File: config.mk
export PLATFORM = sky130hd
export DESIGN_NAME = sfpc_tap_ram
export DESIGN_NICKNAME = d
export VERILOG_FILES = /design/src/sv/sfpc_pkg.sv /design/src/sv/sfpc_tap_ram.sv
export SDC_FILE = /design/constraint.sdc
export NUM_CORES = 1
export LEC_CHECK = 0
export BUFFER_PORTS_ARGS = -buffer_cell sky130_fd_sc_hd__buf_2
export CAP_MARGIN = 20
export CORE_AREA = 2 2 396 398
export DETAILED_ROUTE_END_ITERATION = 10
export DIE_AREA = 0 0 398 400
export PLACE_DENSITY = 0.6
export SLEW_MARGIN = 40
export SYNTH_ARGS = -nofsm -noshare
export SYNTH_HDL_FRONTEND = slang
export SYNTH_SLANG_ARGS = --single-unit
File: constraint.sdc
create_clock -name clk -period 4.48 [get_ports clk]
set_input_delay 0.448 -clock clk [delete_from_list [all_inputs] [get_ports clk]]
set_output_delay 0.448 -clock clk [all_outputs]
set_load 0.005 [all_outputs]
File: src/sv/sfpc_pkg.sv
// ----------------------------------------------------------------------------
// sfpc_pkg
// shared types and codes for the sparse fixed point convolution block
// ----------------------------------------------------------------------------
package sfpc_pkg;

  // input operation codes
  localparam logic [1:0] OP_TAP_WR  = 2'd0;
  localparam logic [1:0] OP_PIX_WR  = 2'd1;
  localparam logic [1:0] OP_COMPUTE = 2'd2;

  // configuration register indexes
  localparam logic [1:0] CFG_TAP_COUNT   = 2'd0;
  localparam logic [1:0] CFG_ROUND_SHIFT = 2'd1;
  localparam logic [1:0] CFG_OUTPUT_BIAS = 2'd2;

  typedef enum logic [1:0] {
    ST_IDLE,
    ST_RUN,
    ST_ROUND,
    ST_EMIT
  } state_t;

  // one tap table entry
  typedef struct packed {
    logic signed [15:0] coef;
    logic [11:0]        offset;
  } tap_t;

  // datapath strobes from the sequencer
  typedef struct packed {
    logic clear;      // start of a compute beat
    logic load_coef;  // tap read data valid
    logic mult;       // pixel read data valid
    logic accum;      // product valid
    logic round;      // add rounding term
  } mac_ctrl_t;

endpackage

File: src/sv/sfpc_tap_ram.sv
// ----------------------------------------------------------------------------
// sfpc_tap_ram
// tap table: coefficient and offset per entry, one write and one read port
// ----------------------------------------------------------------------------
module sfpc_tap_ram #(
  parameter int DEPTH = 64,
  parameter int AW    = 6
) (
  input  logic            clk,
  input  logic            wr_en,
  input  logic [AW-1:0]   wr_addr,
  input  sfpc_pkg::tap_t  wr_data,
  input  logic            rd_en,
  input  logic [AW-1:0]   rd_addr,
  output sfpc_pkg::tap_t  rd_data
);

  sfpc_pkg::tap_t mem [DEPTH];

  always_ff @(posedge clk) begin
    if (wr_en) begin
      mem[wr_addr] <= wr_data;
    end
  end

  always_ff @(posedge clk) begin
    if (rd_en) begin
      rd_data <= mem[rd_addr];
    end
  end

endmodule

Word level (Yosys, flattened, before mapping)

Memories as Yosys holds them, arrays and structs flattened. A register that Yosys moved wholly into a read port is not among the register bits.
Cells that the tools add are included.

Flip-flop bits (word level): 0
Memory bits (writable): 1792
Output and inout bits: 28
Logic and storage cells: 3
Memories: 1

Memories:

| memory | words | width | read ports | clocked after memory_dff | wr ports | line               | text |
|---|---|---|---|---|---|---|---|
| mem    | 64    | 28    | 1          | 1                        | 1        | sfpc_tap_ram.sv:18 | `sfpc_pkg::tap_t mem [DEPTH];` |

Multiplexer cells: 2

Operators with widths:

| operator          | count |
|---|---|
| two-way mux 1 bit | 2 |

Logic depth before layout (Yosys ltp)

Word-level depth: 2
Depth in mapped cells: 9
Depth with buffers taken out: 5

Least setup slack after synthesis

No wires, ideal clock.

Path type: input to register
Start point: input wr_addr[3]
End point: memory mem[48][0] (netlist bit) (enable)
Setup time: 448 ps
Arrival time: 2879 ps
Data required time: 4032 ps
Slack: 1153 ps
Stages: 4
Buffers on the path: 1
Cells stage by stage: clkbuf_1 > nor2b_1 > nand4b_1 > nor3_1

RTL lines:

| element     | line               | text |
|---|---|---|
| from (decl) | sfpc_tap_ram.sv:11 | `input logic [AW-1:0] wr_addr,` |
| to (decl)   | sfpc_tap_ram.sv:18 |  |

No word-level cell before the write port.

==> results.py <==
metrics = {
    "outcome": {
        "outcome": "complete, no violations",
    },
    "logic_synthesis": {
        "mappedNetlistNets": 3148,
        "post_synth_num_cell_types": 38,
        "edff_count_synth": 1820,
        "synth.most_common_cell": "sky130_fd_sc_hd__edfxtp_1",
        "synth_sequential_area_ratio_pct": 78.7,
        "synth.area.top_cells": "sky130_fd_sc_hd__edfxtp_1 (79%), sky130_fd_sc_hd__mux4_2 (12%), sky130_fd_sc_hd__mux2_2 (1.8%), sky130_fd_sc_hd__mux2i_1 (1.7%), sky130_fd_sc_hd__o22ai_1 (0.95%)",
        "yosysWarnings": 0,
        "synthesis.instances": 3105,
        "yosys-top-cells-count": "sky130_fd_sc_hd__edfxtp_1 (1820), sky130_fd_sc_hd__mux4_2 (368), sky130_fd_sc_hd__mux2i_1 (116)",
        "yosys_register_bits": 1820,
        "synth-main-ff-cell": "sky130_fd_sc_hd__edfxtp_1",
        "synthesis.area_per_instance_sq_um": 22.4,
        "post-synth-top-area-cell": "sky130_fd_sc_hd__edfxtp_1",
        "synthArstFlopShare_pct": 0,
        "syn_area_sq_um": 69500,
        "yosysTopAreaCellShare_pct": 78.7,
    },
    "clock_tree": {
        "tritoncts": "done",
        "clock-root-buffer": "sky130_fd_sc_hd__clkbuf_16",
        "ctsHoldBuffers": 0,
        "cts.sinks": 1820,
        "clk_path_buf_depth": 3,
        "cts_buffers": 178,
        "post_cts.resized_instances": 0,
        "clock_latency_ps": 800,
        "post-cts-setup-buffer-count": 0,
        "clk_pin_slew_ps": 60,
        "htree_levels": 4,
    },
    "floorplan": {
        "floorplan.die.height_microns": 400,
        "floorplan.die.width_microns": 398,
        "fp.dieArea_sq_um": 159000,
        "row_count": 145,
        "top_level_ports": 71,
        "core_footprint_sq_um": 155000,
        "floorplan.initialDensity_pct": 44.8,
    },
    "timing": {
        "finalClockSkew_ps": 24.0,
        "final_min_period_over_clock_period_pct": 64.5,
        "number_of_failing_hold_endpoints_at_the_final_stage": 0,
        "tns_ps": 0,
        "fmax_mhz": 346,
        "setup_viol": 0,
        "tightest_slew_ps": 877,
        "rsz0062_at_grt": "no",
        "period_minus_slack_ps": 2890,
        "worst_slew_margin_rel_pct": 41.6,
        "drv_slew": 0,
        "whs_ps": 205,
    },
    "setup_path": {
        "worst_path_largest_cell_delay_ps": 730,
        "critical_path.n_buffers_inverters": 2,
        "cp_max_fo": 57,
        "crit-reg2reg-launch": "mem[39][14]",
        "slowest_stage": "sky130_fd_sc_hd__nor4_2",
        "cp-start-kind": "input port",
        "end_kind": "flop",
        "critPathLaunch": "rd_addr[2]",
        "cp_top_family": "simple AND/OR/NAND/NOR gates",
        "setup.worst_path.class": "in -> reg",
        "crit_chain": "buf_8 > buf_4 > nor2b_1 > nand2b_1 > o22ai_1 > nor4_2 > a31o_2",
        "timing.critical_path.arrival_ps": 3540,
        "timing.critical_path.required_ps": 5130,
    },
    "finish": {
        "area_growth_pct": 13.9,
        "layout.cell_area.non_filler_sq_um": 79100,
        "final_net_count": 3370,
        "final_core_util_pct": 51.0,
        "drive_above_1_share_pct": 29.5,
    },
    "drt": {
        "via_count": 32900,
        "routed_wire_length_per_instance_microns": 31.1,
        "drc_errors": 0,
        "initialDrtViolationCount": 3366,
        "drtPass1Iterations": 5,
        "drt-total-wl_microns": 172000,
        "vias_per_cell": 5.96,
        "ant_nets": 0,
    },
    "global_route": {
        "pin_count_of_the_biggest_net_entering_global_routing": 136,
        "antenna_found_initial": 12,
        "globalRouteTotalUtil_pct": 21.7,
        "number_of_global_route_vias_before_repair": 33600,
        "grt_pass1_wl_microns": 245000,
        "global_route_total_overflow": 0,
    },
    "placed_design": {
        "placed_area_sq_um": 73500,
        "port_buffers": 70,
        "detailedPlacementHpwl_microns": 100000,
        "routabilityCongestion": 0.810,
    },
    "worst_hold_path": {
        "hp-class": "in -> reg",
        "hp-start": "wr_data[24]",
    },
    "power_and_ir_drop": {
        "peakVddDrop_mv": 0.357,
        "p_per_area_nw_per_um2": 441,
        "power_leakage_nw": 24.6,
        "design_power_total_w": 0.0349,
    },
    "flow_run": {
        "number_of_max_cap_violations": 0,
    },
}
-- power breakdown --
group / internal [W] / total (W) / switching (W)
registers: 0.0189 / 0.0190 / 0.0000578
clock network: 0.00822 / 0.0143 / 0.00605
logic: 0.000613 / 0.00169 / 0.00108
total: 0.0277 / 0.0349 / 0.00719
-- worst reg2reg max path, cell delays in order, from the launching register on --
cell	delay (ps)
sky130_fd_sc_hd__edfxtp_1	370
sky130_fd_sc_hd__mux4_2	490
sky130_fd_sc_hd__mux2i_1	480
sky130_fd_sc_hd__a22oi_1	290
sky130_fd_sc_hd__o311ai_2	270
sky130_fd_sc_hd__a21oi_1	90
-- cells by family (layout without fill, tap and decap cells) --
family,after synthesis,after routing,share of synthesized area [%]
flops,1820,1820,78.7
other cells,0,3,0
compound gates,314,314,3.17
mux,597,597,15.4
simple gates,195,195,1.37
buf+inv,179,537,1.36
-- per-layer routing --
layer	vias up	GRT usage [%]	wire length, microns
met2	1243	34.9	83200
met3	256	4.23	12600
li1	13700	-	-
met1	17700	30.2	71000
met5	-	0	83
met4	14	6.61	4720
-- final timing paths --
| kind | endpoint | slack, ps | cells past startpoint |
|---|---|---|---|
| max | rd_data[10] | 1590 | 7 |
| min | mem[15][24] | 210 | 1 |
| max reg2reg | rd_data[14] | 2200 | 5 |
| min reg2reg | rd_data[8] | 920 | 3 |
-- layout by cell type (no fill, tap or decap), types with 24 or more instances in the layout --
cell	netlist	final
sky130_fd_sc_hd__edfxtp_1	1820	1820
sky130_fd_sc_hd__nor2_4	0	55
sky130_fd_sc_hd__mux2i_1	116	116
sky130_fd_sc_hd__o21ai_0	32	32
sky130_fd_sc_hd__clkbuf_1	70	46
sky130_fd_sc_hd__nor3_1	30	27
sky130_fd_sc_hd__clkinv_2	0	24
sky130_fd_sc_hd__o22ai_1	105	105
sky130_fd_sc_hd__buf_4	53	137
sky130_fd_sc_hd__clkinv_1	0	41
sky130_fd_sc_hd__mux4_2	368	368
sky130_fd_sc_hd__a22oi_1	32	32
sky130_fd_sc_hd__clkbuf_16	0	184
sky130_fd_sc_hd__mux2_2	113	113
sky130_fd_sc_hd__buf_2	46	51
-- cell type report --
class | instances | area [sq um]
antenna | 3 | 7.51
clock buffer | 230 | 4780
clock inverter | 86 | 738
fill | 11900 | 76000
inverter | 1 | 3.75
multi-input combinational | 1106 | 14400
sequential | 1820 | 54700
tap | 2058 | 2570
timing repair buffer | 220 | 1970
-- registers in the layout, summed over array words and instances (netlist names) --
register	cells
rd_data	28
mem	1792
-- stage by stage --
step,setup slack [ps],instances
floorplan,1150,3105
global placement,524,5186
detailed placement,821,5203
CTS,1670,5519
global route,1590,5522
finish,1590,5524
No activity file was read; power rests on OpenSTA's default activity.
