**src/sv/sfpc_pkg.sv**
```systemverilog
// ----------------------------------------------------------------------------
// sfpc_pkg
// shared types and codes for the sparse fixed point convolution block
// ----------------------------------------------------------------------------
package sfpc_pkg;

  // input operation codes
  localparam logic [1:0] OP_TAP_WR  = 2'd0;
  localparam logic [1:0] OP_PIX_WR  = 2'd1;
  localparam logic [1:0] OP_COMPUTE = 2'd2;

  // configuration register indexes
  localparam logic [1:0] CFG_TAP_COUNT   = 2'd0;
  localparam logic [1:0] CFG_ROUND_SHIFT = 2'd1;
  localparam logic [1:0] CFG_OUTPUT_BIAS = 2'd2;

  typedef enum logic [1:0] {
    ST_IDLE,
    ST_RUN,
    ST_ROUND,
    ST_EMIT
  } state_t;

  // one tap table entry
  typedef struct packed {
    logic signed [15:0] coef;
    logic [11:0]        offset;
  } tap_t;

  // datapath strobes from the sequencer
  typedef struct packed {
    logic clear;      // start of a compute beat
    logic load_coef;  // tap read data valid
    logic mult;       // pixel read data valid
    logic accum;      // product valid
    logic round;      // add rounding term
  } mac_ctrl_t;

endpackage

```
**src/sv/sfpc_mac.sv**
```systemverilog
// ----------------------------------------------------------------------------
// sfpc_mac
// multiply-accumulate, rounding and output saturation
// ----------------------------------------------------------------------------
module sfpc_mac (
  input  logic                  clk,
  input  sfpc_pkg::mac_ctrl_t   ctrl,
  input  logic signed [15:0]    coef_in,
  input  logic [7:0]            pix_in,
  input  logic [4:0]            round_shift,
  input  logic signed [15:0]    output_bias,
  output logic [7:0]            result
);

  logic signed [15:0] coef;
  logic signed [24:0] prod;
  logic [31:0]        acc;
  logic [31:0]        rnd;
  logic [31:0]        rterm;
  logic signed [31:0] shifted;
  logic signed [32:0] biased;

  assign rterm = (round_shift == 5'd0) ? 32'd0 : (32'd1 << (round_shift - 5'd1));

  always_ff @(posedge clk) begin
    if (ctrl.load_coef) begin
      coef <= coef_in;
    end
    if (ctrl.mult) begin
      prod <= coef * $signed({1'b0, pix_in});
    end
    // accumulator wraps modulo 2^32
    if (ctrl.clear) begin
      acc <= 32'd0;
    end else if (ctrl.accum) begin
      acc <= acc + {{7{prod[24]}}, prod};
    end
    if (ctrl.round) begin
      rnd <= acc + rterm;
    end
  end

  always_comb begin
    shifted = $signed(rnd) >>> round_shift;
    biased  = {shifted[31], shifted} + {{17{output_bias[15]}}, output_bias};
    if (biased < 0) begin
      result = 8'd0;
    end else if (biased > 33'sd255) begin
      result = 8'd255;
    end else begin
      result = biased[7:0];
    end
  end

endmodule
```
**config.mk**
```make
export PLATFORM = sky130hd
export DESIGN_NAME = sfpc_mac
export DESIGN_NICKNAME = d
export VERILOG_FILES = /design/src/sv/sfpc_pkg.sv /design/src/sv/sfpc_mac.sv
export SDC_FILE = /design/constraint.sdc
export NUM_CORES = 1
export LEC_CHECK = 0
export BUFFER_PORTS_ARGS = -buffer_cell sky130_fd_sc_hd__buf_2
export CAP_MARGIN = 40
export CELL_PAD_IN_SITES_DETAIL_PLACEMENT = 1
export CELL_PAD_IN_SITES_GLOBAL_PLACEMENT = 1
export CORE_ASPECT_RATIO = 2
export CORE_UTILIZATION = 30
export CTS_CLUSTER_SIZE = 8
export DETAILED_ROUTE_END_ITERATION = 6
export PLACE_DENSITY_LB_ADDON = 0.1
export SKIP_LAST_GASP = 1
export SLEW_MARGIN = 20
export SYNTH_ARGS = -nofsm -noshare
export SYNTH_HDL_FRONTEND = slang
export SYNTH_SLANG_ARGS = --single-unit
```
**constraint.sdc**
```tcl
create_clock -name clk -period 7.14 [get_ports clk]
set_input_delay 1.071 -clock clk [delete_from_list [all_inputs] [get_ports clk]]
set_output_delay 1.071 -clock clk [all_outputs]
set_load 0.03 [all_outputs]
```
# == Word-level counts from Yosys, hierarchy flattened ==
# Index checks and enable logic that the tools add are counted.
# op_classes
n_addsub,4
mul,1
magnitude_cmp,2
n_shift,2
mux,3
reduce_logical,1
# op_table
op,n
adder 32 bit,2
adder 32 x 16 -> 33 bit,1
"greater-than comparator 33 x 9 -> 1 bit, second input constant",1
"less-than comparator 33 x 1 -> 1 bit, second input constant",1
two-way mux 32 bit,1
"<< shifter 1 x 5 -> 32 bit, first input constant",1
>>> shifter 32 x 5 -> 32 bit,1
multiplier 16 x 9 -> 25 bit,1
two-way mux 8 bit,2
zero test 5 bit,1
"subtractor 5 x 1 -> 5 bit, second input constant",1
# totals
register_bits,105
out_inout_bits,8

# == Depth between registers and ports, before layout ==
# logic_depth
word_depth,5
mapped_depth,23
mapped_depth_nobuf,21

# == Least setup slack after synthesis ==
# No wires, ideal clock.
# synth_path
path_type,input -> output
start,input port round_shift[0]
end,output port result[2]
arrival_ns,5.714
required_time_ns,6.069
path_slack_ns,0.355
path_stages,16
n_path_buf,2
cell_sequence,buf_1 -> mux4_2 -> mux2_2 -> mux4_2 -> ha_1 -> inv_2 -> a222oi_1 -> nand4_1 -> or4_1 -> a2111oi_2 -> nand4_1 -> nor4_1 -> nand4_1 -> or4_1 -> buf_2 -> o21a_1
# synth_via
elab_chain_cells,5
elab_cells_between_ends,6
classes_between,add/sub: 1; order compare: 2; shift: 1; mux: 2
# synth_rtl
element,line_no,source
"start, declared",sfpc_mac.sv:10,"input logic [4:0] round_shift,"
>>> shifter 32 x 5 -> 32 bit *,sfpc_mac.sv:44,shifted = $signed(rnd) >>> round_shift;
adder 32 x 16 -> 33 bit *,sfpc_mac.sv:45,"biased = {shifted[31], shifted} + {{17{output_bias[15]}}, output_bias};"
greater-than comparator 33 x 9 -> 1 bit,sfpc_mac.sv:48,end else if (biased > 33'sd255) begin
two-way mux 8 bit,sfpc_mac.sv:48,
two-way mux 8 bit *,sfpc_mac.sv:46,if (biased < 0) begin
"end, declared",sfpc_mac.sv:12,output logic [7:0] result
# Mark *: on every way between the ends. The rest lies on a longest branch, timed or not.

# == Final worst setup path ==
# layout_path
start,input port round_shift[0]
end,output port result[5]
# The elaborated chain is that of the path after synthesis.

==> results.py <==
metrics = {
    "floorplan": {
        "io_pins": 59,
        "row_count": 114,
        "dieArea_mm2": 0.0496,
        "die_x_um": 158,
        "initial_core_util": 0.303,
        "dieHeight_um": 314,
        "core-area_mm2": 0.0482,
    },
    "route": {
        "drc_errors": 0,
        "post_drt_wl_per_cell_um": 20.2,
        "wl_um": 50400,
        "drt_iter0_drc": 270,
        "antenna_left": 0,
        "drt-pass1-iter-count": 4,
        "avgViaCountPerCell": 5.17,
        "vias": 12900,
    },
    "clock_tree": {
        "path_clk_slew_ns": 0.07,
        "clock_path_buffers": 2,
        "cts_made_buffers": 9,
        "postCtsHoldBufs": 0,
        "cts-root-buf": "clkbuf_16",
        "clock_sinks": 105,
        "cts.htree.levels": 3,
        "clk_latency_ns": 0.39,
        "cts_tree": "yes",
    },
    "critical_path": {
        "cp-startpoint": "round_shift[0]",
        "crit_end": "result[5]",
        "cp.required_ns": 6.07,
        "critPathMaxFanout": 8,
        "r2r-start": "coef[3]",
        "end_kind": "output port",
        "r2r-end": "prod[21]",
        "arrival_ns": 5.89,
        "cp-start-kind": "input port",
        "rrSetupSlack_ns": 1.73,
        "worst-r2r-cell-count": 20,
        "crit_type": "input port to output port",
    },
    "layout": {
        "fillCellCount": 5833,
        "syn_to_final_growth_pct": 16.7,
        "fin_area_mm2": 0.0170,
        "drive_gt1_frac": 0.156,
        "layout.nets": 2154,
        "final_cells": 2498,
    },
    "sta": {
        "setup_viol": 0,
        "worst_pin_slew_ns": 0.719,
        "fin_ws_ns": 0.180,
        "finalHoldViolations": 0,
        "drv_slew": 0,
        "fin_crit_sh": 0.975,
        "rsz0062_at_grt": "false",
        "tns_ns": 0,
        "finalClockSkew_ns": 0.00864,
        "max_slew_margin": 0.521,
        "fmax_ghz": 0.144,
        "finalCriticalPeriod_ns": 6.96,
    },
    "global_route": {
        "grt_max_degree": 37,
        "grt_pass1_wl_um": 78300,
        "antenna_found_initial": 2,
        "grt_usage": 0.211,
        "overflow": 0,
        "grt_pass1_vias": 14500,
    },
    "min_path": {
        "hp-class": "register to register",
        "hp-start": "acc[18]",
    },
    "placement": {
        "post_dp_cell_area_mm2": 0.0165,
        "portBuffers": 58,
        "dp_hpwl_um": 43700,
        "placed_cells": 2474,
        "gp_congestion": 0.924,
        "post-place-ws_ns": -0.300,
    },
    "synth": {
        "synth_cells": 1710,
        "yosysSeqAreaShare": 0.194,
        "ys_async_sr_fraction": 0,
        "synth_nets": 2010,
        "avgSynthCellArea_um2": 8.54,
        "synth_ff_type": "edfxtp_1",
        "synth_edf_count": 73,
        "ys_seq_elements": 105,
        "yosysUniqueCellTypes": 74,
        "syn_area_mm2": 0.0146,
        "yosysWarnings": 0,
    },
    "power": {
        "leakagePower_uw": 0.00795,
        "power_density_mw_per_mm2": 357,
        "peakVddDrop_v": 0.000128,
    },
    "outcome": {
        "status": "finished, final reports clean",
    },
    "flow_run": {
        "maxCapViolCount": 0,
    },
}
## area by class of cell
type / count / area, µm² / share of cell area
multi-input cells: 1373 / 11100 / 0.649
flip-flops and latches: 105 / 2830 / 0.166
repair buffers: 196 / 1420 / 0.0831
well taps: 638 / 798 / 0.0468
inverters: 169 / 642 / 0.0377
clock buffers: 9 / 225 / 0.0132
clock inverters: 7 / 60.1 / 0.00352
diodes: 1 / 2.50 / 0.000147
## logic make-up after synthesis
family                     after synthesis  share of synthesized area
AOI/OAI and AO/OA                      392                      0.172
xor gates and xnor gates                83                     0.0498
adders and majority gates              249                      0.267
buffers and inverters                  232                     0.0603
DFF                                    105                      0.194
muxes                                   84                     0.0709
and+or+nand+nor                        565                      0.186
## metrics by stage
step	hold WS, ns	total power (µW)	util
after floorplan	0.462	4240	-
final	0.526	6090	0.354
after global routing	0.557	6660	0.354
after global placement	0.490	5460	0.341
after CTS	0.535	6130	0.349
after detailed placement	0.520	5560	0.342
## layer usage
metal | up-vias | part of all wire | wire length (µm) | track usage
li1 | 6242 | - | - | -
met4 | 2 | 0.069 | 3450 | 0.141
met2 | 188 | 0.62 | 31300 | 0.464
met5 | - | 0.00034 | 17 | 0
met1 | 6358 | 0.29 | 14700 | 0.156
met3 | 121 | 0.019 | 975 | 0.0257
## synthesized netlist by cell type (7+ instances only)
master,count,share of area
nand3_1,38,0.013
a211oi_1,25,0.013
dfxtp_1,32,0.044
nor2b_1,20,0.0086
mux2i_1,54,0.037
xor2_1,26,0.016
o211ai_1,8,0.0041
a2111oi_0,7,0.0042
and2_1,86,0.037
nand2b_1,20,0.0086
o21a_1,34,0.017
a31oi_1,12,0.0051
edfxtp_1,73,0.15
nor3_1,29,0.0099
nand4_1,13,0.0056
a21oi_1,125,0.043
and3_1,15,0.0064
buf_1,11,0.0028
nor2_1,139,0.036
o31ai_1,7,0.0036
a21o_1,39,0.020
or2_2,7,0.0030
or3_1,10,0.0043
xnor2_1,57,0.034
clkbuf_1,46,0.012
mux2_2,16,0.012
nand2_1,166,0.043
ha_1,144,0.12
o21ai_0,72,0.025
o21bai_1,11,0.0057
inv_1,164,0.042
fa_1,105,0.14
mux4_2,14,0.022
## layout by cell type, fill, tap and decap left out, drive strengths merged, types with 34 or more instances in the layout
cell type | netlist | final
fa | 105 | 105
nand3 | 38 | 38
ha | 144 | 144
and2 | 87 | 87
o21ai | 73 | 73
nand2 | 166 | 166
a21o | 39 | 39
buf | 17 | 193
mux2i | 54 | 54
xnor2 | 57 | 57
a21oi | 125 | 125
inv | 166 | 167
nor2 | 139 | 139
edfxtp | 73 | 73
o21a | 34 | 34
## state kept, by name, summed over array words and instances (netlist names)
register / cells
acc: 32
coef: 16
prod: 25
rnd: 32
## where the power goes
group	internal, µW	leakage [µW]	switching, µW
registers	981	0.000994	171
logic	1930	0.00682	2490
clock network	243	0.000136	271
## worst max-delay path, cell delays in order
cell,delay (ns)
buf_6,0.12
buf_12,0.14
mux4_2,0.50
mux2_2,0.29
mux4_2,0.52
ha_4,0.30
inv_2,0.03
a222oi_1,0.29
nand4_1,0.13
or4_4,0.57
a2111oi_2,0.23
nand4_1,0.15
nor4_2,0.32
nand4_1,0.15
or4_4,0.54
buf_8,0.16
o21a_1,0.18
buf_2,0.17
## worst min path at each step
stage / endpoint / slack [ns] / cells past startpoint
6_report: acc[18] / 0.53 / 2
5_1_grt: acc[18] / 0.56 / 2
4_1_cts: acc[7] / 0.54 / 2
3_5_place_dp: acc[7] / 0.52 / 2
3_3_place_gp: acc[31] / 0.49 / 2
2_1_floorplan: acc[18] / 0.46 / 2
## repair_timing
item / 4_1_cts / 5_1_grt
buffers inserted: 4 / 1
cloned: 0 / 1
resized for setup: 16 / 39
pin swaps: 0 / 13
setup endpoints to repair: 8 / 8
Note: power is estimated with default switching activity, not from simulation.
